`config.mk`:
```
export PLATFORM = sky130hd
export DESIGN_NAME = hid_key_report_builder
export DESIGN_NICKNAME = d
export VERILOG_FILES = /design/src/hw/rtl/hkrb_pkg.sv /design/src/hw/rtl/hkrb_ctrl.sv /design/src/hw/rtl/hkrb_dp.sv /design/src/hw/rtl/hid_key_report_builder.sv
export SDC_FILE = /design/constraint.sdc
export NUM_CORES = 1
export LEC_CHECK = 0
export BUFFER_PORTS_ARGS = -buffer_cell sky130_fd_sc_hd__buf_2
export CAP_MARGIN = 20
export CORE_MARGIN = 1.5
export CORE_UTILIZATION = 30
export CTS_CLUSTER_SIZE = 8
export DETAILED_ROUTE_END_ITERATION = 6
export GPL_TIMING_DRIVEN = 0
export PLACE_DENSITY_LB_ADDON = 0.2
export SKIP_CTS_REPAIR_TIMING = 1
export SYNTH_ARGS = -nofsm -noshare
export SYNTH_HDL_FRONTEND = slang
export SYNTH_SLANG_ARGS = --single-unit
```
`constraint.sdc`:
```
create_clock -name clk_i -period 3 [get_ports clk_i]
set_input_delay 0.45 -clock clk_i [delete_from_list [all_inputs] [get_ports clk_i]]
set_output_delay 0.45 -clock clk_i [all_outputs]
set_load 0.03 [all_outputs]
```
`src/hw/rtl/hkrb_pkg.sv`:
```
// Shared types and constants for the HID key report builder.
`default_nettype none

package hkrb_pkg;

  localparam int unsigned SLOT_COUNT_DEF   = 6;
  localparam int unsigned BITMAP_BYTES_DEF = 14;

  localparam int unsigned SHOWN_SLOT_BITS  = 48;
  localparam int unsigned HALF_BITS        = 56;
  localparam int unsigned SHOWN_MAP_BITS   = 2 * HALF_BITS;

  localparam logic [1:0] CMD_KEY   = 2'd0;
  localparam logic [1:0] CMD_MOD   = 2'd1;
  localparam logic [1:0] CMD_CLEAR = 2'd2;

  localparam logic [7:0] MOD_FIRST     = 8'hE0;
  localparam logic [7:0] EMPTY_SLOT    = 8'h00;
  localparam logic [7:0] NKRO_ID_RESET = 8'h04;

  typedef struct packed {
    logic [1:0] command;
    logic [7:0] keycode;
    logic       pressed;
  } item_t;

  typedef struct packed {
    logic [7:0]  modifier_bits;
    logic [47:0] slot_bytes;
    logic [7:0]  nkro_id_byte;
    logic [55:0] nkro_bits_low;
    logic [55:0] nkro_bits_high;
    logic        went_to_nkro;
  } result_t;

  typedef enum logic {
    ST_IDLE,
    ST_HOLD
  } state_e;

  typedef struct packed {
    logic exec;
    logic cfg_write;
  } dp_cmd_t;

endpackage

`default_nettype wire

```
`src/hw/rtl/hkrb_ctrl.sv`:
```
// Handshake controller: accepts items and holds the result until taken.
`default_nettype none

module hkrb_ctrl (
  input  wire             clk_i,
  input  wire             rst_ni,
  input  wire             in_valid_i,
  output logic            in_stall_o,
  output logic            out_valid_o,
  input  wire             out_stall_i,
  input  wire             cfg_valid_i,
  output hkrb_pkg::dp_cmd_t cmd_o
);
  import hkrb_pkg::*;

  state_e state_q, state_d;
  logic   accept;

  assign accept = in_valid_i && !in_stall_o;

  always_comb begin
    state_d = state_q;
    case (state_q)
      ST_IDLE: begin
        if (accept) state_d = ST_HOLD;
      end
      ST_HOLD: begin
        if (accept) state_d = ST_HOLD;
        else if (!out_stall_i) state_d = ST_IDLE;
      end
      default: state_d = ST_IDLE;
    endcase
  end

  // a new item may enter in the cycle the held result leaves
  always_comb begin
    in_stall_o    = 1'b0;
    out_valid_o   = 1'b0;
    case (state_q)
      ST_IDLE: begin
        in_stall_o  = 1'b0;
        out_valid_o = 1'b0;
      end
      ST_HOLD: begin
        in_stall_o  = out_stall_i;
        out_valid_o = 1'b1;
      end
      default: begin
        in_stall_o  = 1'b1;
        out_valid_o = 1'b0;
      end
    endcase
    cmd_o.exec      = in_valid_i && !in_stall_o;
    cmd_o.cfg_write = cfg_valid_i;
  end

  always_ff @(posedge clk_i or negedge rst_ni) begin
    if (!rst_ni) begin
      state_q <= ST_IDLE;
    end else begin
      state_q <= state_d;
    end
  end

endmodule

`default_nettype wire

```
`src/hw/rtl/hkrb_dp.sv`:
```
// Report datapath: key slots, modifier byte, NKRO bitmap and ID byte.
`default_nettype none

module hkrb_dp #(
  parameter int unsigned SLOT_COUNT   = hkrb_pkg::SLOT_COUNT_DEF,
  parameter int unsigned BITMAP_BYTES = hkrb_pkg::BITMAP_BYTES_DEF
) (
  input  wire               clk_i,
  input  wire               rst_ni,
  input  hkrb_pkg::dp_cmd_t cmd_i,
  input  hkrb_pkg::item_t   item_i,
  input  wire  [7:0]        cfg_data_i,
  output hkrb_pkg::result_t result_o
);
  import hkrb_pkg::*;

  localparam int unsigned BmBits    = BITMAP_BYTES * 8;
  localparam int unsigned SlotBits  = SLOT_COUNT * 8;
  localparam int unsigned SlotPad   = (SlotBits > SHOWN_SLOT_BITS) ? SlotBits : SHOWN_SLOT_BITS;
  localparam int unsigned MapPad    = (BmBits > SHOWN_MAP_BITS) ? BmBits : SHOWN_MAP_BITS;

  logic [7:0]        slot_q [SLOT_COUNT];
  logic [7:0]        slot_d [SLOT_COUNT];
  logic [BmBits-1:0] bm_q, bm_d;
  logic [7:0]        mod_q, mod_d;
  logic [7:0]        id_q, id_d;
  logic [7:0]        cfg_q;
  logic              went_q;

  logic [SLOT_COUNT-1:0] hit;
  logic                  seen;
  logic                  is_key, is_mod, is_clear;
  logic                  overflow, bm_wr, id_wr;
  logic [SlotBits-1:0]   slots_flat;
  logic [SlotPad-1:0]    slots_pad;
  logic [MapPad-1:0]     bm_pad;

  assign is_key   = item_i.command == CMD_KEY;
  assign is_mod   = item_i.command == CMD_MOD;
  assign is_clear = item_i.command == CMD_CLEAR;

  // first slot holding the keycode or, on a press, an empty one, whichever comes first
  always_comb begin
    hit  = '0;
    seen = 1'b0;
    for (int i = 0; i < SLOT_COUNT; i++) begin
      if (!seen && (slot_q[i] == item_i.keycode ||
                    (item_i.pressed && slot_q[i] == EMPTY_SLOT))) begin
        hit[i] = 1'b1;
        seen   = 1'b1;
      end
    end
  end

  assign overflow = is_key && item_i.pressed && !seen;
  assign bm_wr    = is_key && (!item_i.pressed || overflow);
  assign id_wr    = bm_wr || is_clear;

  always_comb begin
    for (int i = 0; i < SLOT_COUNT; i++) begin
      if (is_clear) slot_d[i] = EMPTY_SLOT;
      else if (is_key && hit[i]) slot_d[i] = item_i.pressed ? item_i.keycode : EMPTY_SLOT;
      else slot_d[i] = slot_q[i];
    end
  end

  // keycodes past the bitmap match no bit and leave it alone
  always_comb begin
    for (int b = 0; b < BmBits; b++) begin
      if (is_clear) bm_d[b] = 1'b0;
      else if (bm_wr && item_i.keycode == 8'(b)) bm_d[b] = item_i.pressed;
      else bm_d[b] = bm_q[b];
    end
  end

  always_comb begin
    mod_d = mod_q;
    if (is_clear) begin
      mod_d = '0;
    end else if (is_mod && item_i.keycode[7:3] == MOD_FIRST[7:3]) begin
      mod_d[item_i.keycode[2:0]] = item_i.pressed;
    end
    id_d = id_wr ? cfg_q : id_q;
  end

  always_ff @(posedge clk_i or negedge rst_ni) begin
    if (!rst_ni) begin
      for (int i = 0; i < SLOT_COUNT; i++) slot_q[i] <= EMPTY_SLOT;
      bm_q   <= '0;
      mod_q  <= '0;
      id_q   <= '0;
      cfg_q  <= NKRO_ID_RESET;
      went_q <= 1'b0;
    end else begin
      if (cmd_i.exec) begin
        for (int i = 0; i < SLOT_COUNT; i++) slot_q[i] <= slot_d[i];
        bm_q   <= bm_d;
        mod_q  <= mod_d;
        id_q   <= id_d;
        went_q <= overflow;
      end
      if (cmd_i.cfg_write) cfg_q <= cfg_data_i;
    end
  end

  always_comb begin
    for (int i = 0; i < SLOT_COUNT; i++) slots_flat[i*8 +: 8] = slot_q[i];
  end

  assign slots_pad = SlotPad'(slots_flat);
  assign bm_pad    = MapPad'(bm_q);

  // state registers stay put while a result is held, so they are the output
  assign result_o.modifier_bits  = mod_q;
  assign result_o.slot_bytes     = slots_pad[SHOWN_SLOT_BITS-1:0];
  assign result_o.nkro_id_byte   = id_q;
  assign result_o.nkro_bits_low  = bm_pad[HALF_BITS-1:0];
  assign result_o.nkro_bits_high = bm_pad[SHOWN_MAP_BITS-1:HALF_BITS];
  assign result_o.went_to_nkro   = went_q;

endmodule

`default_nettype wire

```
`src/hw/rtl/hid_key_report_builder.sv`:
```
// HID keyboard report builder: boot report with six key slots plus NKRO bitmap.
// Input channel in_valid_i / in_stall_o carries one command item (key event,
// modifier event or clear). Output channel out_valid_o / out_stall_i carries
// the full report state after that item, plus the went_to_nkro flag.
// The result is valid in the cycle after acceptance. Unless the receiver stalls,
// throughput is one item per cycle; the slot scan (priority compare of all
// slots) and the bitmap bit update finish in the accepting cycle.
// While a result is held and the receiver stalls, in_stall_o is raised and
// no item enters; a new item may enter in the cycle the held result leaves.
// The config channel cfg_valid_i / cfg_ready_o writes the NKRO report ID;
// ready is always high, and writes are meant for idle periods only.
// Reset (rst_ni low, asynchronous) empties all slots, clears the modifier
// byte, bitmap and NKRO ID byte, and sets the report ID register to 4.
// Output fields follow the stored report, so they hold while stalled.
`default_nettype none

module hid_key_report_builder #(
  parameter int unsigned SLOT_COUNT   = hkrb_pkg::SLOT_COUNT_DEF,
  parameter int unsigned BITMAP_BYTES = hkrb_pkg::BITMAP_BYTES_DEF
) (
  input  wire               clk_i,
  input  wire               rst_ni,
  input  wire               in_valid_i,
  output logic              in_stall_o,
  input  hkrb_pkg::item_t   in_item_i,
  output logic              out_valid_o,
  input  wire               out_stall_i,
  output hkrb_pkg::result_t out_result_o,
  input  wire               cfg_valid_i,
  output logic              cfg_ready_o,
  input  wire  [7:0]        cfg_data_i
);
  import hkrb_pkg::*;

  dp_cmd_t cmd;

  assign cfg_ready_o = 1'b1;

  hkrb_ctrl u_ctrl (
    .clk_i       (clk_i),
    .rst_ni      (rst_ni),
    .in_valid_i  (in_valid_i),
    .in_stall_o  (in_stall_o),
    .out_valid_o (out_valid_o),
    .out_stall_i (out_stall_i),
    .cfg_valid_i (cfg_valid_i),
    .cmd_o       (cmd)
  );

  hkrb_dp #(
    .SLOT_COUNT   (SLOT_COUNT),
    .BITMAP_BYTES (BITMAP_BYTES)
  ) u_dp (
    .clk_i      (clk_i),
    .rst_ni     (rst_ni),
    .cmd_i      (cmd),
    .item_i     (in_item_i),
    .cfg_data_i (cfg_data_i),
    .result_o   (out_result_o)
  );

  a_result_follows: assert property (@(posedge clk_i) disable iff (!rst_ni)
    in_valid_i && !in_stall_o |=> out_valid_o)
    else $error("accepted item produced no result");

  a_clear_empties: assert property (@(posedge clk_i) disable iff (!rst_ni)
    in_valid_i && !in_stall_o && in_item_i.command == CMD_CLEAR |=>
      out_result_o.modifier_bits == '0 && out_result_o.slot_bytes == '0 &&
      out_result_o.nkro_bits_low == '0 && out_result_o.nkro_bits_high == '0 &&
      !out_result_o.went_to_nkro)
    else $error("clear left report state behind");

  a_mod_keeps_slots: assert property (@(posedge clk_i) disable iff (!rst_ni)
    in_valid_i && !in_stall_o && in_item_i.command == CMD_MOD |=>
      $stable(out_result_o.slot_bytes) && !out_result_o.went_to_nkro)
    else $error("modifier item touched key slots");

  a_no_entry_when_held: assert property (@(posedge clk_i) disable iff (!rst_ni)
    out_valid_o && out_stall_i |=> out_valid_o && $stable(out_result_o))
    else $error("held result changed under stall");

endmodule

`default_nettype wire

```
==> run_results.csv, run 1 <==
group,metric,value,unit
synthesis,synth_area_per_cell,10.4,um^2
placed_design,dp_hpwl,23200,um
die,die_y,175,um
route,wl_met1,14700,um
status,outcome,"finished, violations left",
die,initial_core_util,0.307,
timing,skew,0.0214,ns
timing,fmax,349,MHz
route,routed_via_density,5.50,
timing,rsz0062_at_grt,"yes",
route,topRoutingLayerUsed,"met5",
die,core-area,28900,um^2
timing,final_hold_viol_count,5,
route,drt-wirelength-per-cell,22.1,um
timing,maxSlewViolCount,0,
worst_setup_path,endpoint_kind,"flop",
clocking,cts_root_buf,"clkbuf_16",
flow_run,drv_cap,0,
grt,globalRouteTotalUtil,0.212,
worst_setup_path,path_class,"reg2reg",
layout,register_area,4660,um^2
timing,fin_crit,2.87,ns
synthesis,ys_ff_latch,186,
worst_setup_path,worstPathArrival,3.21,ns
clocking,htree_levels,4,
power,p_leak,0.00500,uW
layout,syn_to_final_growth,24.4,%
grt,grt_max_degree,110,
synthesis,synth-edff-count,0,
placed_design,placed_cells,1430,
layout,nets,1093,
clocking,cts_tree,"built",
placed_design,gp_congestion,0.816,
timing,setup_viol,0,
worst_setup_path,crit_path_start_kind,"flop",
placed_design,port_buffers,194,
grt,antenna_found_initial,1,
layout,multiInputGateArea,3840,um^2
synthesis,syn_area,8890,um^2
synthesis,synth-seq-area-share,0.524,
layout,n_antenna_cell,0,
status,violations,"hold timing",
synthesis,async_flop_share,1.00,
clocking,clock-sinks,186,
timing,hold-worst-slack,-0.0213,ns
clocking,insertion_delay,0.45,ns
layout,nFillCells,2906,
timing,max_slew.worst_pin.slew,0.892,ns
timing,fin_crit_sh,0.955,
route,via_count,8064,
route,first_pass_iters,5,
synthesis,ys_types,41,
die,num_rows,62,
route,wl_met3,2180,um
power,power_density,579,nW/um^2
worst_setup_path,cp.required,3.35,ns
clocking,numCtsBuffers,17,
die,die_area,30700,um^2
timing,fin_setup_tns,0,ns
route,postRouteAntennaNets,0,
die,io_pins,204,
synthesis,syn_nets,875,
route,drc,0,
die,fp.dieW,175,um
grt,gr-total-overflow,0,
clocking,clk_pin_slew,0.08,ns
synthesis,yosys_most_used_dff,"dfrtp_1",
grt,grt_first_pass_wirelength,49200,um
synthesis,synth_top_cell_by_area,"dfrtp_1",
grt,grt_pass1_vias,7843,
hold_path,hp-class,"in2async",
synthesis,netlist.area_leader.share,0.521,
worst_setup_path,crit_fanout,10,
route,wl,32400,um
synthesis,synthTopCellsByArea,"dfrtp_1 (52%), o311ai_0 (6.2%), o31ai_1 (5.6%)",
layout,drive_gt1_frac,0.282,
synthesis,syn_inst,851,
timing,relSlewSlack,0.401,
layout,finalNonFillerCells,1466,
power,ir_drop,0.350,mV
synthesis,ys_warn_count,0,
route,drt_iter0_markers,665,
route,wl_met2,14800,um
clocking,cts_buffer_depth,2,
[cell type report]
cell class | instances | area share
clock inverter | 15 | 0.0163
sequential | 186 | 0.421
timing repair buffer | 200 | 0.0946
clock buffer | 17 | 0.0385
buffer | 89 | 0.0364
inverter | 9 | 0.00305
multi-input combinational | 566 | 0.347
tap | 384 | 0.0434
[cell families after synthesis]
group           Yosys count  share of synthesized area
compound gates          304                      0.232
xor+xnor                 48                     0.0473
buf+inv                  99                     0.0490
flops                   186                      0.524
mux                      40                     0.0507
other cells               1                   0.000422
simple gates            173                     0.0968
[cell usage after synthesis, drive strengths merged (4+ instances only)]
library cell / instances
inv: 9
nor2: 54
a31oi: 9
a21oi: 21
nor4: 14
o21ai: 103
nand2: 39
clkbuf: 73
buf: 17
nand4: 18
mux2: 40
nor3: 6
nand2b: 10
o22ai: 4
dfrtp: 185
xnor2: 40
o211ai: 17
o2bb2ai: 16
o311ai: 63
and3: 8
xor2: 8
o31ai: 66
nand3: 7
[report_power, final]
group	switching, uW	total, uW	internal [uW]
Clock	1170	2370	1200
Combinational	813	1210	396
Sequential	162	2820	2660
Total	2150	6400	4250
[flip-flops by register name, summed over array words and instances, names as in the netlist]
| name | count |
|---|---|
| u_dp.cfg_q | 8 |
| u_dp.went_q | 1 |
| u_ctrl.state_q | 1 |
| u_dp.bm_pad | 112 |
| u_dp.result_o | 48 |
| u_dp.mod_q | 8 |
| u_dp.id_q | 8 |
[path summary, 6_finish.rpt]
path                                     from                  to  slack [ns]  cells past startpoint
setup / recovery           u_dp.result_o[163]     u_dp.bm_pad[67]        0.13                     10
hold / removal                         rst_ni     u_dp.bm_pad[60]       -0.02                      1
setup reg to reg           u_dp.result_o[163]     u_dp.bm_pad[67]        0.13                     10
hold reg to reg                   u_dp.went_q         u_dp.went_q        0.49                      2
max in group asynchronous              rst_ni  u_dp.result_o[136]        2.04                      2
min in group clk_i                 in_valid_i      u_ctrl.state_q        0.23                      2
[per-layer routing]
metal	vias to the layer above	track usage
met1	4023	0.296
met3	44	0.0505
met4	2	0.0652
met5	-	0
met2	340	0.324
li1	3655	-
[critical path: stages, from the launching register on]
cell and delay (ns):
dfrtp_1 0.44, xnor2_1 0.14, nand4_1 0.09, o21ai_1 0.19, a211oi_2 0.43, a31oi_1 0.23, buf_2 0.24, or4_1 0.43
buf_2 0.20, buf_6 0.16, o31ai_1 0.21
[per-stage QoR]
stage	total power, uW	hold slack [ns]	area (um^2)	worst slack (ns)	utilization
2_1_floorplan	3630	0.154	8890	0.333	-
3_3_place_gp	4050	0.466	10300	-1.82	0.357
3_5_place_dp	4060	0.473	10400	-0.578	0.359
4_1_cts	6440	0.0120	11000	-0.385	0.380
5_1_grt	6660	0.0190	11100	-0.0510	0.382
6_report	6400	-0.0213	11100	0.135	0.382
[cell usage in the layout (no fill, tap or decap), types with 16 or more instances in the layout]
| cell type | instances |
|---|---|
| mux2_2 | 40 |
| o21ai_0 | 93 |
| a21oi_1 | 21 |
| nand4_1 | 18 |
| clkbuf_16 | 17 |
| o311ai_0 | 63 |
| buf_2 | 199 |
| clkbuf_1 | 68 |
| o31ai_1 | 66 |
| o211ai_1 | 17 |
| xnor2_1 | 40 |
| nand2_1 | 39 |
| o2bb2ai_1 | 16 |
| nor2_1 | 54 |
| dfrtp_1 | 185 |
Note: power is estimated with default switching activity, not from simulation.
==> run 2, diff against run 1 <==
Settings changed: ABC_AREA set to 1.
==> run_results.csv, run 2 <==
group,metric,value,unit
status,outcome,"finished, violations left",
status,violations,"hold timing",
synthesis,synthTopCellsByArea,"dfrtp_1 (43%), nand2_1 (22%), nand3_1 (7.7%)",
route,wl,37900,um
synthesis,ys_warn_count,0,
layout,drive_gt1_frac,0.206,
worst_setup_path,path_class,"reg2reg",
route,drt_iter0_markers,792,
clocking,numCtsBuffers,17,
placed_design,placed_cells,2183,
synthesis,synth_commonest_cells,"nand2_1 (625), dfrtp_1 (185), nand3_1 (166)",
die,core-area,35500,um^2
die,num_rows,69,
die,io_pins,204,
worst_setup_path,crit_fanout,10,
worst_setup_path,max_stage_delay,0.46,ns
layout,finalNonFillerCells,2215,
die,die_area,37100,um^2
grt,globalRouteTotalUtil,0.207,
power,power_density,647,nW/um^2
timing,maxSlewViolCount,0,
timing,setup_viol,0,
synthesis,synth-edff-count,0,
timing,max_slew.worst_pin.slew,0.804,ns
grt,antenna_found_initial,0,
synthesis,async_flop_share,1.00,
clocking,cts_root_buf,"clkbuf_16",
timing,fmax,387,MHz
route,postRouteAntennaNets,0,
worst_setup_path,path_cells,"nand2_1, inv_1, nor2_1, clkbuf_2, clkbuf_2, clkbuf_1, nand3_1, nand2_1",
placed_design,port_buffers,198,
placed_design,dp_hpwl,27100,um
synthesis,syn_nets,1547,
grt,grt_max_degree,100,
die,initial_core_util,0.304,
synthesis,synth-seq-area-share,0.431,
clocking,cts_tree,"built",
die,die_y,193,um
clocking,clock-sinks,186,
worst_setup_path,cp.required,3.39,ns
synthesis,syn_area,10800,um^2
timing,relSlewSlack,0.464,
power,switching_share,0.394,
synthesis,syn_inst,1523,
synthesis,ys_types,33,
layout,finalInstanceArea,13000,um^2
layout,final_common_cell,"nand2_1",
worst_setup_path,worstPathArrival,2.97,ns
route,routed_via_density,4.81,
layout,final_cell_mix,"nand2_1 (625), buf_2 (220), dfrtp_1 (185)",
power,p_sw,3320,uW
worst_setup_path,cp_slowest_cell,"nor2_1",
power,clock_power_share,0.294,
placed_design,dpl_cell_area,12400,um^2
power,p_leak,0.00664,uW
route,drc,0,
placed_design,gp_congestion,0.865,
hold_path,hp-class,"in2async",
synthesis,yosys_most_used_dff,"dfrtp_1",
clocking,cts_buffer_depth,2,
power,ir_drop,0.414,mV
grt,gr-total-overflow,0,
timing,final_hold_viol_count,1,
power,power_frac_comb,0.316,
route,via_count,10600,
timing,skew,0.0112,ns
synthesis,ys_ff_latch,186,
timing,rsz0062_at_grt,"no",
clocking,htree_levels,4,
synthesis,synth_top_cell_by_area,"dfrtp_1",
route,drt-wirelength-per-cell,17.1,um
grt,grt_pass1_vias,9833,
flow_run,drv_cap,0,
worst_setup_path,endpoint_kind,"flop",
power,power.internal,5110,uW
route,first_pass_iters,5,
layout,n_antenna_cell,0,
synthesis,netlist.area_leader.share,0.429,
die,fp.dieW,193,um
timing,fin_crit_sh,0.861,
layout,nFillCells,3795,
layout,syn_to_final_growth,20.7,%
worst_setup_path,crit_buf_inv,4,
power,sequentialPowerShare,0.389,
worst_setup_path,crit_path_start_kind,"flop",
layout,utilization,0.367,
timing,hold-worst-slack,-0.000413,ns
synthesis,synth_area_per_cell,7.09,um^2
worst_setup_path,cp_top_family,"buffers and inverters",
clocking,insertion_delay,0.45,ns
timing,fin_crit,2.58,ns
synthesis,yosysMostFrequentCell,"nand2_1",
layout,largest_reg_flops,112,
layout,nets,1765,
grt,grt_first_pass_wirelength,57600,um
clocking,clk_pin_slew,0.07,ns
[run 2: cell count changes in the layout (fill, tap and decap cells not counted), moves of 21 or more]
cell	delta
nor2_1	+89
xnor2_1	-36
inv_1	+56
nand3_1	+159
nand3_2	+61
nand2_1	+586
clkbuf_1	-21
buf_2	+21
o31ai_1	-66
o311ai_0	-63
mux2_2	-40
[run 2: worst paths after layout]
kind | startpoint | end | slack (ns) | cells after the start
worst max-delay path | u_ctrl.state_q | u_dp.bm_pad[41] | 0.42 | 8
worst min register to register | u_dp.bm_pad[64] | u_dp.bm_pad[64] | 0.47 | 2
max in group asynchronous | rst_ni | u_dp.bm_pad[20] | 2.01 | 2
worst min-delay path | rst_ni | u_dp.cfg_q[6] | -0.0004 | 1
min in group clk_i | cfg_data_i[5] | u_dp.cfg_q[5] | 0.20 | 3
worst max register to register | u_ctrl.state_q | u_dp.bm_pad[41] | 0.42 | 8
[run 2: metrics by stage]
step                worst slack, ns  total power, uW  TNS (ns)
floorplan                     0.933             5070         0
global placement              -1.85             5990   -351.28
detailed placement           -0.232             6020    -17.27
CTS                         -0.0864             8540     -3.60
global route                  0.244             8900         0
finish                        0.418             8440         0
[run 2: final cells by class]
class,count,area [um^2],area share
Multi-Input combinational cell,1163,5250,0.403
Buffer,100,614,0.0471
Inverter,74,283,0.0217
Sequential cell,186,4660,0.357
Clock inverter,11,169,0.0130
Clock buffer,21,460,0.0353
Tap cell,461,577,0.0443
Timing Repair Buffer,199,1030,0.0789
[run 2: power by group through the flow]
stage | registers, uW | logic (uW) | clock network, uW
global route | 3340 | 2930 | 2630
floorplan | 4110 | 963 | 0
global placement | 3330 | 2660 | 0
CTS | 3290 | 2700 | 2550
finish | 3290 | 2670 | 2480
detailed placement | 3330 | 2690 | 0
[run 2: cells by family after synthesis]
logic type / Yosys count / synth area share
AND/OR/NAND/NOR: 1037 / 0.424
XOR/XNOR: 7 / 0.00568
AO/OA/AOI/OAI: 118 / 0.0556
flip-flops: 186 / 0.431
other: 1 / 0.000347
buffers and inverters: 174 / 0.0828
[run 2: per-layer routing]
layer / global-route usage / routed length (um) / vias to the layer above
met4: 0.0748 / 1060 / 0
met5: 0 / 0 / -
met1: 0.289 / 17800 / 4975
met2: 0.316 / 16700 / 316
met3: 0.0426 / 2280 / 68
li1: - / - / 5287
[run 2: worst reg2reg max path, stage by stage, from the launching register on]
cell and delay [ns]:
dfrtp_1 0.37, nand2_1 0.08, inv_1 0.06, nor2_1 0.46
clkbuf_2 0.47, clkbuf_2 0.42, clkbuf_1 0.44, nand3_1 0.14
nand2_1 0.09
==> run 3, diff against run 2 <==
Settings changed: ABC_CLOCK_PERIOD_IN_PS set to 3000, CORE_UTILIZATION 30 to 45, CTS_BUF_LIST set to sky130_fd_sc_hd__clkbuf_8.
==> run_results.csv, run 3 (same netlist as run 2, synthesis figures left out) <==
group,metric,value,unit
status,outcome,"completed",
route,wl,34100,um
flow_run,drv_cap,0,
layout,finalNonFillerCells,2074,
grt,grt_pass1_vias,9598,
clocking,insertion_delay,0.49,ns
power,ir_drop,0.280,mV
placed_design,dp_hpwl,23900,um
grt,gr-total-overflow,0,
layout,largest_reg_flops,112,
power,power_density,611,nW/um^2
route,drc,0,
power,finalPower,7730,uW
power,power_frac_comb,0.342,
layout,utilization,0.537,
timing,skew,0.0148,ns
power,p_sw,3250,uW
clocking,clk_pin_slew,0.10,ns
layout,nets,1766,
placed_design,placed_cells,2041,
timing,max_slew.worst_pin.slew,0.733,ns
die,die_area,24900,um^2
layout,n_antenna_cell,0,
hold_path,hp-class,"in2reg",
die,fp.dieW,158,um
clocking,htree_levels,4,
worst_setup_path,worstPathArrival,3.08,ns
route,postRouteAntennaNets,0,
route,drt-wirelength-per-cell,16.4,um
power,sequentialPowerShare,0.423,
route,drt_iter0_markers,1074,
power,clock_power_share,0.235,
layout,final_common_cell,"nand2_1",
worst_setup_path,path_cells,"nand2_1, inv_1, nor2_1, clkbuf_1, clkbuf_2, clkbuf_1, nand3_1, nand2_1",
worst_setup_path,endpoint_kind,"flop",
timing,fin_crit_sh,0.888,
timing,fmax,375,MHz
timing,fin_crit,2.66,ns
power,power.internal,4480,uW
worst_setup_path,cp.required,3.42,ns
timing,final_hold_viol_count,0,
timing,setup_viol,0,
clocking,clock-sinks,186,
clocking,numCtsBuffers,17,
placed_design,port_buffers,198,
die,io_pins,204,
die,initial_core_util,0.459,
timing,relSlewSlack,0.508,
route,first_pass_iters,6,
layout,final_cell_mix,"nand2_1 (625), buf_2 (220), dfrtp_1 (185)",
power,p_leak,0.00655,uW
layout,drive_gt1_frac,0.207,
power,switching_share,0.421,
clocking,cts_tree,"built",
route,via_count,10800,
grt,antenna_found_initial,0,
grt,grt_first_pass_wirelength,52600,um
grt,globalRouteTotalUtil,0.277,
die,core-area,23500,um^2
grt,grt_max_degree,96,
worst_setup_path,cp_top_family,"buffers and inverters",
worst_setup_path,cp_slowest_cell,"clkbuf_1",
worst_setup_path,crit_path_start_kind,"flop",
layout,syn_to_final_growth,17.1,%
worst_setup_path,crit_fanout,10,
clocking,cts_buffer_depth,2,
timing,maxSlewViolCount,0,
clocking,cts_root_buf,"clkbuf_8",
placed_design,gp_congestion,0.906,
timing,rsz0062_at_grt,"no",
die,die_y,158,um
worst_setup_path,crit_buf_inv,4,
die,num_rows,56,
layout,finalInstanceArea,12600,um^2
route,routed_via_density,5.22,
placed_design,dpl_cell_area,12200,um^2
worst_setup_path,path_class,"reg2reg",
worst_setup_path,max_stage_delay,0.57,ns
-- run 3: cell count changes in the layout (fill, tap and decap cells not counted), moves of 2 or more --
| cell | previous run | this run |
|---|---|---|
| clkbuf_8 | 2 | 19 |
| inv_6 | 0 | 6 |
| clkbuf_16 | 17 | 0 |
| bufinv_16 | 4 | 2 |
-- run 3: layout make-up --
cell class,instances,area (um^2)
fill,2345,10900
buffer,100,613
clock buffer,19,262
sequential,186,4660
tap,319,399
clock inverter,13,151
multi-input combinational,1163,5250
timing repair buffer,200,1040
inverter,74,283
-- run 3: worst paths after layout --
check | from | end | slack (ns) | cells after the start
setup / recovery | u_ctrl.state_q | u_dp.bm_pad[103] | 0.34 | 8
hold / removal | cfg_data_i[1] | u_dp.cfg_q[1] | 0.17 | 3
setup reg to reg | u_ctrl.state_q | u_dp.bm_pad[103] | 0.34 | 8
min in group asynchronous | rst_ni | u_dp.result_o[156] | 0.54 | 2
hold reg to reg | u_dp.bm_pad[104] | u_dp.bm_pad[104] | 0.47 | 2
max in group asynchronous | rst_ni | u_dp.bm_pad[67] | 1.52 | 3
-- run 3: worst register-to-register path, stage by stage (launching register included) --
cell and delay [ns]:
dfrtp_1 0.38, nand2_1 0.08, inv_1 0.09, nor2_1 0.38, clkbuf_1 0.58, clkbuf_2 0.45
clkbuf_1 0.41, nand3_1 0.14, nand2_1 0.09
-- run 3: metal layers --
layer  global-route usage  wire length (um)  share of wire
met1                0.385             14900           0.44
met2                0.430             15500           0.45
met3               0.0504              2770          0.081
met4               0.0993               975          0.029
met5                    0                 0              0
-- run 3: per-stage QoR --
step / hold WS, ns / worst slack [ns] / setup TNS, ns
2_1_floorplan: 0.154 / 0.933 / 0
3_3_place_gp: 0.450 / -1.61 / -295.58
3_5_place_dp: 0.453 / -0.0740 / -3.22
4_1_cts: -0.0383 / 0.0701 / 0
5_1_grt: 0.152 / 0.0569 / 0
6_report: 0.170 / 0.336 / 0
-- run 3: power by group through the flow --
stage	clock network, uW	registers (uW)	logic, uW
CTS	1850	3270	2650
global route	1940	3320	2890
finish	1820	3270	2640
detailed placement	0	3310	2640
global placement	0	3310	2600
floorplan	0	4110	963
